**src/rtl/core/pmu_pkg.sv**
```systemverilog
`timescale 1ns / 1ps
// ----------------------------------------------------------------------------
// pmu_pkg
// Shared widths, register codes and queue command type for the polynomial
// multiply unit.
// ----------------------------------------------------------------------------
package pmu_pkg;

	localparam int MAX_DEGREE_DEF = 15;
	localparam int IDX_W          = 4;
	localparam int DEG_W          = 4;
	localparam int COEF_W         = 16;
	localparam int PROD_W         = 2 * COEF_W;
	localparam int POW_W          = 5;
	localparam int SUM_W          = 40;
	localparam int CFG_IDX_W      = 2;
	localparam int QUEUE_DEPTH    = 4;

	typedef enum logic [CFG_IDX_W-1:0] {
		REG_DEGREE_A = 2'd0,
		REG_DEGREE_B = 2'd1
	} cfg_reg_t;

	typedef enum logic [1:0] {
		CMD_LOAD_A  = 2'd0,
		CMD_LOAD_B  = 2'd1,
		CMD_TRIGGER = 2'd2
	} cmd_kind_t;

	typedef struct packed {
		cmd_kind_t                 kind;
		logic [IDX_W-1:0]          idx;
		logic signed [COEF_W-1:0]  value;
	} cmd_t;

	typedef struct packed {
		logic full;
		logic empty;
	} q_status_t;

endpackage

```
**src/rtl/core/pmu_front.sv**
```systemverilog
`timescale 1ns / 1ps
// ----------------------------------------------------------------------------
// pmu_front
// Accepts input items, drops out-of-range loads and classifies the rest as
// A load, B load or B load that starts a product.
// ----------------------------------------------------------------------------
module pmu_front import pmu_pkg::*; #(
	parameter int MAX_DEGREE = MAX_DEGREE_DEF,
	parameter int IW         = $clog2(MAX_DEGREE + 1)
) (
	input  logic                     in_valid,
	output logic                     in_ready,
	input  logic                     func,
	input  logic [IDX_W-1:0]         coef_index,
	input  logic signed [COEF_W-1:0] coef_value,
	input  logic [IW-1:0]            eff_db,
	input  q_status_t                q_status,
	output logic                     push,
	output cmd_t                     push_cmd
);

	logic in_range;
	logic is_trig;

	assign in_ready = !q_status.full;
	assign in_range = (IDX_W+1)'(coef_index) <= (IDX_W+1)'(MAX_DEGREE);
	assign is_trig  = func && ((IDX_W+1)'(coef_index) == (IDX_W+1)'(eff_db));
	assign push     = in_valid && in_ready && in_range;

	always_comb begin
		push_cmd.idx   = coef_index;
		push_cmd.value = coef_value;
		if (!func) begin
			push_cmd.kind = CMD_LOAD_A;
		end else if (is_trig) begin
			push_cmd.kind = CMD_TRIGGER;
		end else begin
			push_cmd.kind = CMD_LOAD_B;
		end
	end

endmodule

```
**src/rtl/core/pmu_queue.sv**
```systemverilog
`timescale 1ns / 1ps
// ----------------------------------------------------------------------------
// pmu_queue
// Short command queue between the front and the back end.
// ----------------------------------------------------------------------------
module pmu_queue import pmu_pkg::*; (
	input  logic      clk,
	input  logic      arst_n,
	input  logic      push,
	input  cmd_t      push_cmd,
	input  logic      pop,
	output cmd_t      pop_cmd,
	output q_status_t status
);

	localparam int PW = $clog2(QUEUE_DEPTH);

	cmd_t          mem_q [QUEUE_DEPTH];
	logic [PW-1:0] wr_ptr_q;
	logic [PW-1:0] rd_ptr_q;
	logic [PW:0]   cnt_q;
	logic          do_push;
	logic          do_pop;

	assign status.full  = cnt_q == (PW+1)'(QUEUE_DEPTH);
	assign status.empty = cnt_q == '0;
	assign do_push      = push && !status.full;
	assign do_pop       = pop && !status.empty;
	assign pop_cmd      = mem_q[rd_ptr_q];

	always_ff @(posedge clk or negedge arst_n) begin
		if (!arst_n) begin
			wr_ptr_q <= '0;
			rd_ptr_q <= '0;
			cnt_q    <= '0;
		end else begin
			if (do_push) begin
				wr_ptr_q <= wr_ptr_q + 1'b1;
			end
			if (do_pop) begin
				rd_ptr_q <= rd_ptr_q + 1'b1;
			end
			if (do_push && !do_pop) begin
				cnt_q <= cnt_q + 1'b1;
			end else if (do_pop && !do_push) begin
				cnt_q <= cnt_q - 1'b1;
			end
		end
	end

	always_ff @(posedge clk) begin
		if (do_push) begin
			mem_q[wr_ptr_q] <= push_cmd;
		end
	end

endmodule

```
**src/rtl/core/pmu_back.sv**
```systemverilog
`timescale 1ns / 1ps
// ----------------------------------------------------------------------------
// pmu_back
// Coefficient stores and convolution engine: one multiply-accumulate per cycle
// unless stalled, via read, multiply, accumulate stages into an output register.
// ----------------------------------------------------------------------------
module pmu_back import pmu_pkg::*; #(
	parameter int MAX_DEGREE = MAX_DEGREE_DEF,
	parameter int IW         = $clog2(MAX_DEGREE + 1)
) (
	input  logic                    clk,
	input  logic                    arst_n,
	input  q_status_t               q_status,
	input  cmd_t                    q_cmd,
	output logic                    q_pop,
	input  logic [IW-1:0]           eff_da,
	input  logic [IW-1:0]           eff_db,
	output logic                    out_valid,
	input  logic                    out_ready,
	output logic [POW_W-1:0]        power,
	output logic signed [SUM_W-1:0] product_coeff,
	output logic                    last
);

	localparam int DEPTH = MAX_DEGREE + 1;

	typedef enum logic [1:0] {
		ST_IDLE = 2'b01,
		ST_RUN  = 2'b10
	} state_t;

	state_t                   state_q;
	logic [POW_W-1:0]         pow_q;
	logic [IW-1:0]            i_q;
	logic                     first_q;

	logic signed [COEF_W-1:0] a_mem [DEPTH];
	logic signed [COEF_W-1:0] b_mem [DEPTH];

	logic                     vld_s1;
	logic                     first_s1;
	logic                     lastp_s1;
	logic                     last_s1;
	logic [POW_W-1:0]         pow_s1;
	logic signed [COEF_W-1:0] a_s1;
	logic signed [COEF_W-1:0] b_s1;

	logic                     vld_s2;
	logic                     first_s2;
	logic                     lastp_s2;
	logic                     last_s2;
	logic [POW_W-1:0]         pow_s2;
	logic signed [PROD_W-1:0] prod_s2;

	logic signed [SUM_W-1:0]  acc_q;
	logic                     out_valid_q;
	logic [POW_W-1:0]         power_q;
	logic signed [SUM_W-1:0]  coeff_q;
	logic                     last_q;

	logic                     adv;
	logic                     issue;
	logic [POW_W-1:0]         top;
	logic [POW_W-1:0]         pow_n;
	logic [IW-1:0]            hi;
	logic [IW-1:0]            lo_n;
	logic [IW-1:0]            j;
	logic                     lastp;
	logic                     lastall;
	logic                     start;
	logic [IW-1:0]            wr_idx;
	logic signed [SUM_W-1:0]  sum;

	assign adv     = !out_valid_q || out_ready;
	assign q_pop   = (state_q == ST_IDLE) && !q_status.empty;
	assign start   = q_pop && (q_cmd.kind == CMD_TRIGGER);
	assign issue   = (state_q == ST_RUN) && adv;
	assign wr_idx  = IW'(q_cmd.idx);
	assign top     = POW_W'(eff_da) + POW_W'(eff_db);
	assign pow_n   = pow_q + 1'b1;
	assign hi      = (pow_q < POW_W'(eff_da)) ? IW'(pow_q) : eff_da;
	assign lo_n    = (pow_n > POW_W'(eff_db)) ? IW'(pow_n - POW_W'(eff_db)) : '0;
	assign j       = IW'(pow_q - POW_W'(i_q));
	assign lastp   = i_q == hi;
	assign lastall = lastp && (pow_q == top);
	assign sum     = first_s2 ? SUM_W'(prod_s2) : acc_q + SUM_W'(prod_s2);

	always_ff @(posedge clk or negedge arst_n) begin
		if (!arst_n) begin
			state_q <= ST_IDLE;
			pow_q   <= '0;
			i_q     <= '0;
			first_q <= 1'b0;
		end else begin
			case (state_q)
				ST_IDLE: begin
					if (start) begin
						state_q <= ST_RUN;
						pow_q   <= '0;
						i_q     <= '0;
						first_q <= 1'b1;
					end
				end
				ST_RUN: begin
					if (issue) begin
						if (lastp) begin
							if (lastall) begin
								state_q <= ST_IDLE;
							end
							pow_q   <= pow_n;
							i_q     <= lo_n;
							first_q <= 1'b1;
						end else begin
							i_q     <= i_q + 1'b1;
							first_q <= 1'b0;
						end
					end
				end
				default: begin
					state_q <= ST_IDLE;
				end
			endcase
		end
	end

	// coefficient stores and datapath
	always_ff @(posedge clk) begin
		if (q_pop && (q_cmd.kind == CMD_LOAD_A)) begin
			a_mem[wr_idx] <= q_cmd.value;
		end
		if (q_pop && (q_cmd.kind != CMD_LOAD_A)) begin
			b_mem[wr_idx] <= q_cmd.value;
		end
		if (adv) begin
			a_s1     <= a_mem[i_q];
			b_s1     <= b_mem[j];
			first_s1 <= first_q;
			lastp_s1 <= lastp;
			last_s1  <= lastall;
			pow_s1   <= pow_q;
			prod_s2  <= a_s1 * b_s1;
			first_s2 <= first_s1;
			lastp_s2 <= lastp_s1;
			last_s2  <= last_s1;
			pow_s2   <= pow_s1;
			if (vld_s2) begin
				acc_q <= sum;
				if (lastp_s2) begin
					power_q <= pow_s2;
					coeff_q <= sum;
					last_q  <= last_s2;
				end
			end
		end
	end

	always_ff @(posedge clk or negedge arst_n) begin
		if (!arst_n) begin
			vld_s1      <= 1'b0;
			vld_s2      <= 1'b0;
			out_valid_q <= 1'b0;
		end else begin
			if (adv) begin
				vld_s1 <= issue;
				vld_s2 <= vld_s1;
			end
			if (adv && vld_s2 && lastp_s2) begin
				out_valid_q <= 1'b1;
			end else if (out_ready) begin
				out_valid_q <= 1'b0;
			end
		end
	end

	assign out_valid     = out_valid_q;
	assign power         = power_q;
	assign product_coeff = coeff_q;
	assign last          = last_q;

endmodule

```
**src/rtl/core/polynomial_multiply_unit.sv**
```systemverilog
`timescale 1ns / 1ps
// ----------------------------------------------------------------------------
// polynomial_multiply_unit
// Integer polynomial product by discrete convolution.
// ----------------------------------------------------------------------------
// Coefficient loads are taken one per cycle, while the queue is not full, into
// a four-entry command queue and written to the A or B store one per cycle
// while no product runs. A B load at power degree_b starts a product: a single
// 16x16 multiplier with a 40-bit accumulator does one term per cycle while the
// output is not stalled, through read, multiply and accumulate stages, and
// emits degree_a+degree_b+1 coefficients from power 0 up, the last one marked.
// Loads keep entering the queue during a product until it fills. Degrees above
// MAX_DEGREE saturate; loads at a power above MAX_DEGREE are dropped.
// ----------------------------------------------------------------------------
module polynomial_multiply_unit import pmu_pkg::*; #(
	parameter int MAX_DEGREE = MAX_DEGREE_DEF
) (
	input  logic                    clk,
	input  logic                    arst_n,
	input  logic                    cfg_en,
	input  logic [CFG_IDX_W-1:0]    cfg_index,
	input  logic [DEG_W-1:0]        cfg_data,
	input  logic                    in_valid,
	output logic                    in_ready,
	input  logic                    func,
	input  logic [IDX_W-1:0]        coef_index,
	input  logic signed [COEF_W-1:0] coef_value,
	output logic                    out_valid,
	input  logic                    out_ready,
	output logic [POW_W-1:0]        power,
	output logic signed [SUM_W-1:0] product_coeff,
	output logic                    last
);

	localparam int IW = $clog2(MAX_DEGREE + 1);

	logic [DEG_W-1:0] degree_a_q;
	logic [DEG_W-1:0] degree_b_q;
	logic [IW-1:0]    eff_da;
	logic [IW-1:0]    eff_db;
	logic             push;
	cmd_t             push_cmd;
	cmd_t             pop_cmd;
	logic             pop;
	q_status_t        q_status;

	always_ff @(posedge clk or negedge arst_n) begin
		if (!arst_n) begin
			degree_a_q <= '0;
			degree_b_q <= '0;
		end else if (cfg_en) begin
			case (cfg_reg_t'(cfg_index))
				REG_DEGREE_A: degree_a_q <= cfg_data;
				REG_DEGREE_B: degree_b_q <= cfg_data;
				default: begin
				end
			endcase
		end
	end

	assign eff_da = IW'(((DEG_W+1)'(degree_a_q) > (DEG_W+1)'(MAX_DEGREE)) ?
		(DEG_W+1)'(MAX_DEGREE) : (DEG_W+1)'(degree_a_q));
	assign eff_db = IW'(((DEG_W+1)'(degree_b_q) > (DEG_W+1)'(MAX_DEGREE)) ?
		(DEG_W+1)'(MAX_DEGREE) : (DEG_W+1)'(degree_b_q));

	pmu_front #(
		.MAX_DEGREE (MAX_DEGREE),
		.IW         (IW)
	) u_front (
		.in_valid   (in_valid),
		.in_ready   (in_ready),
		.func       (func),
		.coef_index (coef_index),
		.coef_value (coef_value),
		.eff_db     (eff_db),
		.q_status   (q_status),
		.push       (push),
		.push_cmd   (push_cmd)
	);

	pmu_queue u_queue (
		.clk      (clk),
		.arst_n   (arst_n),
		.push     (push),
		.push_cmd (push_cmd),
		.pop      (pop),
		.pop_cmd  (pop_cmd),
		.status   (q_status)
	);

	pmu_back #(
		.MAX_DEGREE (MAX_DEGREE),
		.IW         (IW)
	) u_back (
		.clk           (clk),
		.arst_n        (arst_n),
		.q_status      (q_status),
		.q_cmd         (pop_cmd),
		.q_pop         (pop),
		.eff_da        (eff_da),
		.eff_db        (eff_db),
		.out_valid     (out_valid),
		.out_ready     (out_ready),
		.power         (power),
		.product_coeff (product_coeff),
		.last          (last)
	);

endmodule

```
**config.mk**
```make
export PLATFORM = sky130hd
export DESIGN_NAME = polynomial_multiply_unit
export DESIGN_NICKNAME = d
export VERILOG_FILES = /design/src/rtl/core/pmu_pkg.sv /design/src/rtl/core/pmu_front.sv /design/src/rtl/core/pmu_queue.sv /design/src/rtl/core/pmu_back.sv /design/src/rtl/core/polynomial_multiply_unit.sv
export SDC_FILE = /design/constraint.sdc
export NUM_CORES = 2
export LEC_CHECK = 0
export BUFFER_PORTS_ARGS = -buffer_cell sky130_fd_sc_hd__buf_2
export CORE_MARGIN = 5
export CORE_UTILIZATION = 55
export CTS_CLUSTER_DIAMETER = 50
export CTS_CLUSTER_SIZE = 12
export DETAILED_ROUTE_END_ITERATION = 8
export GPL_ROUTABILITY_DRIVEN = 0
export MAX_ROUTING_LAYER = met4
export PLACE_DENSITY = 0.77
export RECOVER_POWER = 50
export SYNTH_ARGS = -nofsm -noshare
export SYNTH_HDL_FRONTEND = slang
export SYNTH_SLANG_ARGS = --single-unit
```
**constraint.sdc**
```tcl
create_clock -name clk -period 6.1 [get_ports clk]
set_clock_uncertainty 0.1 [all_clocks]
set_input_delay 0.305 -clock clk [delete_from_list [all_inputs] [get_ports clk]]
set_output_delay 0.305 -clock clk [all_outputs]
set_load 0.05 [all_outputs]
```
==> results.json <==
{
  "avgSynthCellArea_um2": 15.0,
  "hold_start": "cfg_index[1]",
  "layout_common_cells": "edfxtp_1, inv_1, fa_1",
  "drc": 0,
  "r2r_end": "u_back.prod_s2[22]",
  "first_pass_iters": 6,
  "h-tree-depth": 3,
  "slew_headroom_pct": -83.8,
  "core-area_um2": 76200,
  "max_stage_delay_ns": 0.54,
  "grt.overflow.total": 0,
  "rows": 101,
  "dieHeight_um": 288,
  "slowest_stage": "edfxtp_1",
  "hold_viol_final": 0,
  "grtUsageTotal_pct": 23.9,
  "synth_compound_area_share_pct": 5.19,
  "cts_root_buf": "clkbuf_16",
  "fin_crit_ns": 6.18,
  "path_cells": "buf_6 > buf_4 > and2_1 > fa_1 > fa_1 > ha_1 > fa_1 > inv_1 > fa_1 > fa_1 > inv_1 > ha_2 > or2_2 > nor2_1 > a2111oi_4 > o21a_1 > o21a_1 > o21ai_2 > or4b_1 > o311ai_1",
  "worstSetupEndpointType": "flop",
  "fill_cells": 5232,
  "async_flop_share_pct": 3.77,
  "violations": "capacitance limit, slew limit, setup timing",
  "die_area_um2": 82700,
  "synth_fa_ha_area_share_pct": 16.9,
  "hold_class": "input pin to flop",
  "ys_seq_area_share_pct": 56.0,
  "yosys_most_used_dff": "edfxtp_1",
  "synthSimpleGateAreaFrac_pct": 6.48,
  "clkSinkCount": 796,
  "syn_to_final_growth_pct": 13.0,
  "timing.final.ws_setup_ns": -0.0787,
  "ff2ff_setup_slack_ns": -0.08,
  "post-place-ws_ns": -0.246,
  "layout_commonest_cell": "edfxtp_1",
  "hold_end": "degree_a_q[0]",
  "hpwlAfterDp_um": 60600,
  "max_freq_ghz": 0.162,
  "wire_per_inst_um": 22.9,
  "synth.net_count": 3278,
  "tightest_slew_ns": 2.76,
  "syn_area_um2": 42400,
  "grt_pass1_wl_um": 148000,
  "netlist_instances": 2835,
  "grt_pass1_vias": 25800,
  "min_path_cells": 3,
  "r2r-start": "u_back.b_s1[1]",
  "cp_top_family": "adder cells",
  "ys_ff_latch": 796,
  "synthMuxAreaShare_pct": 9.48,
  "grt_max_degree": 70,
  "clk_pin_slew_ns": 0.06,
  "maxCapViolCount": 3,
  "register_area_um2": 23800,
  "drt-total-wl_um": 95100,
  "synth_xor_area_share_pct": 1.76,
  "crit_buf_inv": 4,
  "cts_tree": "built",
  "startpoint_type": "flop",
  "crit_fanout": 7,
  "synth.yosys.warnings": 0,
  "required_ns": 6.44,
  "numCtsBuffers": 85,
  "path_class": "flop to flop",
  "die_w_um": 288,
  "finalSetupViolations": 3,
  "vias_per_cell": 5.91,
  "nets": 3511,
  "layout-drive-gt1-share_pct": 16.4,
  "synth_edf_count": 766,
  "port_buffers": 79,
  "antenna_left": 0,
  "arrival_ns": 6.52,
  "path_common_cell": "fa_1",
  "finalCritPeriodShare_pct": 101,
  "start_util_pct": 55.6,
  "r2r_cells": 20,
  "ys_types": 88,
  "clockBufferDepth": 3,
  "drt_iter0_markers": 2238,
  "io_pins": 80,
  "status": "finished with violations",
  "antenna_found_initial": 4,
  "synth_top_family_by_area": "adder cells",
  "drv_slew": 151,
  "clk_latency_ns": 0.65,
  "multi_input_area_um2": 17100,
  "rsz0062_at_grt": "true",
  "via_count": 24600
}
-- cells by family after synthesis --
family / count (synthesis)
AO/OA/AOI/OAI: 328
buffers and inverters: 462
XOR/XNOR: 85
AND/OR/NAND/NOR: 560
multiplexers: 193
flip-flops: 796
adder cells (fa/ha/maj): 411
-- cell usage after synthesis (13+ instances only) --
| cell type | count | area [um^2] |
|---|---|---|
| fa_1 | 267 | 5350 |
| a21o_1 | 32 | 240 |
| nand3_1 | 19 | 95.1 |
| and2_1 | 126 | 788 |
| mux4_2 | 166 | 3740 |
| clkbuf_1 | 71 | 267 |
| dfrtp_1 | 29 | 726 |
| mux2i_1 | 19 | 190 |
| xor2_1 | 28 | 245 |
| inv_1 | 358 | 1340 |
| a211oi_1 | 23 | 173 |
| nor3_1 | 18 | 90.1 |
| edfxtp_1 | 766 | 23000 |
| nand2b_1 | 17 | 106 |
| nor2_1 | 90 | 338 |
| nand4_1 | 13 | 81.3 |
| xnor2_1 | 57 | 499 |
| o21ai_0 | 65 | 325 |
| nor2b_1 | 23 | 144 |
| nand2_1 | 212 | 796 |
| a21oi_1 | 75 | 375 |
| ha_1 | 144 | 1800 |
| o211ai_1 | 20 | 150 |
-- registers in the layout, indices dropped and copies added, names as in the netlist, 3 cells and up --
name / flops
u_back.pow_q: 5
degree_b_q: 4
u_back.a_s1: 16
u_back.a_mem: 256
u_back.prod_s2: 32
u_queue.cnt_q: 3
u_back.product_coeff: 40
u_back.b_mem: 256
u_back.pow_s2: 5
degree_a_q: 4
u_back.b_s1: 16
u_queue.mem_q: 88
u_back.acc_q: 40
u_back.power: 5
u_back.pow_s1: 5
u_back.i_q: 4
-- per-layer routing --
layer	routed length, um	vias up	share of wire (%)	global-route usage (%)
met2	49100	1210	52	41.0
met1	36000	12500	38	29.9
met3	7100	225	7.5	4.11
li1	-	10700	-	-
met5	0	-	0	-
met4	2850	0	3.0	6.22
-- worst max path at each step --
| stage | cells past startpoint | end | from | slack, ns |
|---|---|---|---|---|
| finish | 20 | u_back.prod_s2[22] | u_back.b_s1[1] | -0.08 |
| global route | 20 | u_back.prod_s2[22] | u_back.b_s1[1] | -0.26 |
| CTS | 20 | u_back.prod_s2[22] | u_back.b_s1[1] | -0.07 |
| detailed placement | 20 | u_back.prod_s2[30] | u_back.a_s1[9] | -0.25 |
| global placement | 20 | u_back.prod_s2[28] | u_back.b_s1[4] | -0.05 |
| floorplan | 22 | u_back.prod_s2[31] | u_back.a_s1[7] | -0.03 |
-- through the flow --
step	cells	instance area [um^2]	util, %	setup TNS [ns]	hold slack [ns]
floorplan	2835	42400	-	-0.0256	-0.0906
global placement	3958	44700	58.6	-0.142	0.295
detailed placement	3958	44700	58.6	-1.08	0.295
CTS	4144	47800	62.8	-0.0807	0.00439
global route	4159	47900	62.9	-1.54	0.0280
finish	4159	47900	62.9	-0.0894	0.0388
-- timing repair --
item                       in CTS  in global routing
setup buffers                   8                 12
hold buffers                   33                  0
gates resized for setup        25                 17
hold endpoints to repair      127                  0
setup endpoints to repair       6                 12
pin swaps                       9                 12
-- tightest hold or removal path: stages --
cell and delay, ns:
buf_2 0.09, nor3b_1 0.10, mux2_2 0.25
-- final cells by class --
cell class / instances / share of cell area, %
Tap cell: 1030 / 2.69
Timing Repair Buffer: 247 / 3.53
Sequential cell: 796 / 49.6
Inverter: 361 / 2.83
Antenna cell: 3 / 0.0157
Clock inverter: 29 / 0.781
Clock buffer: 116 / 4.84
Multi-Input combinational cell: 1577 / 35.7
Power is not shown: default switching activity piles up to over one toggle a cycle in this logic, so the estimate is an artifact.
